==> config.mk <==
export PLATFORM = sky130hd
export DESIGN_NAME = dsa_ctrl
export DESIGN_NICKNAME = d
export VERILOG_FILES = /design/src/rtl/dsa_pkg.sv /design/src/rtl/dsa_ctrl.sv
export SDC_FILE = /design/constraint.sdc
export NUM_CORES = 1
export LEC_CHECK = 0
export BUFFER_PORTS_ARGS = -buffer_cell sky130_fd_sc_hd__buf_4
export CAP_MARGIN = 10
export CORE_AREA = 5 5 42 44
export DETAILED_ROUTE_END_ITERATION = 6
export DIE_AREA = 0 0 47 49
export PLACE_DENSITY = 0.41
export SLEW_MARGIN = 20
export SYNTH_ARGS = -nofsm -noshare
export SYNTH_HDL_FRONTEND = slang
export SYNTH_SLANG_ARGS = --single-unit
==> constraint.sdc <==
create_clock -name clk -period 1.2 [get_ports clk]
set_input_delay 0.18 -clock clk [delete_from_list [all_inputs] [get_ports clk]]
set_output_delay 0.18 -clock clk [all_outputs]
set_load 0.005 [all_outputs]
==> src/rtl/dsa_pkg.sv <==
// ----------------------------------------------------------------------------
// dsa_pkg
// Shared types and constants of the descriptor slot allocator.
// ----------------------------------------------------------------------------
package dsa_pkg;

    localparam int IDX_W     = 10;
    localparam int COUNT_W   = 11;
    localparam int STRIDE_W  = 13;
    localparam int ADDR_W    = 64;
    localparam int OFFSET_W  = IDX_W + STRIDE_W;
    localparam int CMD_W     = 2;
    localparam int STATUS_W  = 2;
    localparam int CFG_IDX_W = 3;
    localparam int CFG_DATA_W = 64;

    typedef enum logic [CMD_W-1:0] {
        CMD_ALLOC = 2'd0,
        CMD_FRESH = 2'd1,
        CMD_FREE  = 2'd2,
        CMD_RESET = 2'd3
    } cmd_t;

    localparam logic [STATUS_W-1:0] ST_OK        = 2'd0;
    localparam logic [STATUS_W-1:0] ST_EXHAUSTED = 2'd1;
    localparam logic [STATUS_W-1:0] ST_BAD_FREE  = 2'd2;
    localparam logic [STATUS_W-1:0] ST_LIST_FULL = 2'd3;

    localparam logic [CFG_IDX_W-1:0] CFG_SLOT_COUNT     = 3'd0;
    localparam logic [CFG_IDX_W-1:0] CFG_SLOT_STRIDE    = 3'd1;
    localparam logic [CFG_IDX_W-1:0] CFG_CPU_BASE       = 3'd2;
    localparam logic [CFG_IDX_W-1:0] CFG_GPU_BASE       = 3'd3;
    localparam logic [CFG_IDX_W-1:0] CFG_SHADER_VISIBLE = 3'd4;

    localparam logic [COUNT_W-1:0]  RST_SLOT_COUNT  = 11'd1024;
    localparam logic [STRIDE_W-1:0] RST_SLOT_STRIDE = 13'd32;

    typedef enum logic [2:0] {
        S_IDLE   = 3'd0,
        S_DECIDE = 3'd1,
        S_READ   = 3'd2,
        S_MUL    = 3'd3,
        S_ADD    = 3'd4
    } state_t;

    typedef struct packed {
        logic load;
        logic decide;
        logic ram_capture;
        logic mul;
        logic finish;
    } dsa_ctrl_t;

    typedef struct packed {
        logic take_fifo;
        logic out_ready;
    } dsa_stat_t;

endpackage

==> src/rtl/dsa_ctrl.sv <==
// ----------------------------------------------------------------------------
// dsa_ctrl
// Sequencer: accept, decide, optional free-list read, multiply, add and emit.
// ----------------------------------------------------------------------------
module dsa_ctrl
    import dsa_pkg::*;
(
    input  logic      clk,
    input  logic      rst_n,
    input  logic      in_valid,
    output logic      in_stall,
    input  dsa_stat_t stat,
    output dsa_ctrl_t ctrl
);

    state_t state_reg;
    state_t state_next;

    always_ff @(posedge clk or negedge rst_n)
    begin
        if (!rst_n)
        begin
            state_reg <= S_IDLE;
        end
        else
        begin
            state_reg <= state_next;
        end
    end

    always_comb
    begin
        state_next = state_reg;
        ctrl       = '0;
        in_stall   = 1'b1;
        case (state_reg)
            S_IDLE:
            begin
                in_stall = 1'b0;
                if (in_valid)
                begin
                    ctrl.load  = 1'b1;
                    state_next = S_DECIDE;
                end
            end
            S_DECIDE:
            begin
                ctrl.decide = 1'b1;
                state_next  = stat.take_fifo ? S_READ : S_MUL;
            end
            S_READ:
            begin
                ctrl.ram_capture = 1'b1;
                state_next       = S_MUL;
            end
            S_MUL:
            begin
                ctrl.mul   = 1'b1;
                state_next = S_ADD;
            end
            S_ADD:
            begin
                if (stat.out_ready)
                begin
                    ctrl.finish = 1'b1;
                    state_next  = S_IDLE;
                end
            end
            default:
            begin
                state_next = S_IDLE;
            end
        endcase
    end

endmodule

* Word level (Yosys, flattened, before mapping)
Cells that the tools add are included.
W data, S select, Z words.
** Storage, ports and cells
- Register bits :: 3
** Cells by class
- Equal/unequal tests :: 6
- Multiplexer cells :: 12
- Reductions and logical operators :: 2
** Operators with widths (number)
- $pmux W3 S5 :: 1
- $mux W1 :: 9
- $eq A3 B2 Y1 const B :: 2
- $mux W3 :: 2
- $ne A2 B2 Y1 const B :: 2
- $eq A3 B1 Y1 const B :: 1
- $eq A3 B3 Y1 const B :: 1
- $logic_not A3 Y1 :: 1
- $reduce_and A2 Y1 :: 1

* Depth between registers and ports, before layout
- Depth after elaboration :: 3
- Mapped depth :: 3
- Mapped depth without buffers :: 2

* Worst setup path after synthesis
Ideal clock, no wire load.
- Kind :: reg-to-output
- Start :: register state_reg[0]
- End :: output port ctrl[4] (netlist name)
- Arrival time :: 0.973 ns
- Data required time :: 1.020 ns
- Setup slack :: 0.047 ns
- Cell stages (with the launch flop) :: 4
- Path buffers :: 1
- Path through :: dfrtp_1 buf_6 or3_4 nor2_1
** RTL lines
- start: declaration :: line dsa_ctrl.sv:16 : state_t state_reg;
- start signal: assignment :: line dsa_ctrl.sv:27 : state_reg <= state_next;
- end: declaration :: line dsa_ctrl.sv:13 : output dsa_ctrl_t ctrl

==> metrics.md <==
| Metric | Value |
|---|---|
| Commonest cells after routing, fill and taps aside | buf_4, clkbuf_4, dfrtp_1 |
| Final Hold Fails | 0 |
| Crit path from | state_reg[0] |
| Worst-skew pair later-pin latency | 230 ps |
| DIE WIDTH | 47 µm |
| Static Leak | 0.179 nW |
| Setup TNS | -507 ps |
| Layout area overhead | 81.2% |
| Placed Cells incl. Taps | 47 |
| Syn Area/Cell | 9.83 µm² |
| Die Y | 49 µm |
| Initial antenna violation count | 0 |
| Seq/Total Area, Yosys | 36.4% |
| Area leader, netlist | dfrtp_1 |
| Initial core utilization | 14.7% |
| Core area | 0.00140 mm² |
| Final WL | 559 µm |
| Final instance area | 374 µm² |
| First-pass DRT Iterations | 2 |
| WL per Instance | 10.4 µm |
| DR vias | 213 |
| Period Utilization, post-route | 114% |
| Worst setup SP type | flip-flop |
| Fin cells | 54 |
| Mapped Area | 206 µm² |
| CP arrival | 1180 ps |
| Slew margin rel. | 85.5% |
| TritonCTS clock tree | built |
| Reg-to-Reg Start | state_reg[1] |
| Fin nets | 44 |
| Worst hold path class | in2reg |
| Final Skew | 0.599 ps |
| Total Routing Usage GR | 6.20% |
| Final min period | 1360 ps |
| Crit-path max FO | 2 |
| First DRT Iteration DRCs | 4 |
| Slew @ Worst Pin | 215 ps |
| CTS sink count | 3 |
| Register clock-pin slew on the reported worst setup and hold paths | 40 ps |
| Yosys top cell area share | 36.4% |
| RSZ-0062 raised after global routing | true |
| Fmax | 0.734 GHz |
| GR Overflow Total | 0 |
| Warnings from Yosys | 0 |
| Share of layout cells above drive strength 1 | 65.8% |
| Power consumption | 1.02 mW |
| Largest register FFs | 3 |
| Routability cong. | 0.675 |
| Vias in the first global route | 217 |
| Worst Hold Launch | stat[1] |
| Commonest non-fill, non-tap cell in the layout | buf_4 |
| Clk buf depth | 2 |
| PortBufs | 10 |
| Critical path data required time | 1020 ps |
| Power per Cell Area | 2730 mW/mm² |
| Drc violations | 0 |
| CP Capture Type | output pin |
| Setup Viol. Count Final | 7 |
| H-Tree Depth | 1 |
| Final worst slack | -163 ps |
| Largest cells by area after synthesis | dfrtp_1, buf_6, nor3b_1 |
| Clock root buffer master | clkbuf_4 |
| Routed vias/inst | 3.94 |
| Number of diodes | 0 |
| Num CTS Buffers | 3 |
| First-pass GRT wire length | 917 µm |
| Critical path class | reg2out |
| Failing checks | negative setup slack |
| Count of state elements after synthesis | 3 |
| Status | complete, but fails checks |
| Distinct cells, synth | 16 |
| Net Count, Synth | 26 |
| Maximum vdd drop | 768 µV |
| Die ar. | 0.00230 mm² |
| Syn Inst Count | 21 |
| Max-cap violations | 0 |
| Worst hold margin | 220 ps |
| Cell Rows | 14 |
| Placement Cell Area | 294 µm² |
| Final ANT Viol Nets | 0 |
| Hpwl dp | 371 µm |
| Final Max Tran Viols | 0 |
| Pin count of the biggest net entering global routing | 9 |
| I/O pin count | 11 |
-- synth_stat cells --
library cell / count
and3b_2: 1
nand2_1: 1
a21oi_1: 1
dfrtp_1: 3
nor3b_1: 2
buf_6: 2
or3_4: 1
or3b_1: 1
xnor2_1: 1
or2_1: 1
buf_4: 1
nor2_1: 2
inv_1: 1
nor4b_1: 1
nor3_1: 1
o21bai_1: 1
-- routing by layer --
metal	wire length [µm]	share of wire (%)	track usage, %
met3	89	16	7.75
met1	248	44	6.81
met5	0	0	0
met4	0	0	4.15
met2	222	40	6.11
-- power by group --
part	internal, mW	switching, mW
combinational	0.395	0.264
sequential	0.156	0.0300
clock	0.125	0.0520
total	0.675	0.346
-- timing repair --
item | 4_1_cts | 5_1_grt
pin swaps | 1 | 2
hold buffers | 1 | 0
setup buffers | 1 | 1
setup endpoints to repair | 6 | 6
endpoints found under the hold margin | 3 | 0
resized for setup | 5 | 2
-- through the flow --
step	setup slack, ps	util, %
2_1_floorplan	46.5	-
3_3_place_gp	84.2	21.0
3_5_place_dp	63.7	21.0
4_1_cts	-191	25.7
5_1_grt	-221	26.7
6_report	-163	26.7
-- area by class of cell --
class                   instances  area [µm²]
flip-flops and latches          3        75.1
inverters                       1        3.75
well taps                      16        20.0
repair buffers                 16         130
multi-input cells              14         119
fillers                       157        1030
clock buffers                   4        26.3
-- cells by family after synthesis --
kind of cell,synth area share [%]
buffers and inverters,16.4
flip-flops,36.4
AO/OA/AOI/OAI,6.06
XOR/XNOR,4.24
AND/OR/NAND/NOR,37.0
-- final timing paths --
kind	endpoint	cells past startpoint	slack [ps]
hold / removal	state_reg[0]	3	220
min in group asynchronous	state_reg[0]	2	270
setup / recovery	ctrl[4]	3	-160
setup reg to reg	state_reg[0]	4	-30
max in group asynchronous	state_reg[1]	2	830
hold reg to reg	state_reg[0]	3	650
-- worst max-delay path, stage by stage (launching register included) --
cell and delay [ps]:
dfrtp_1 370, or3_4 390, nor2_2 80, buf_4 110
(Power assumes the default switching activity.)
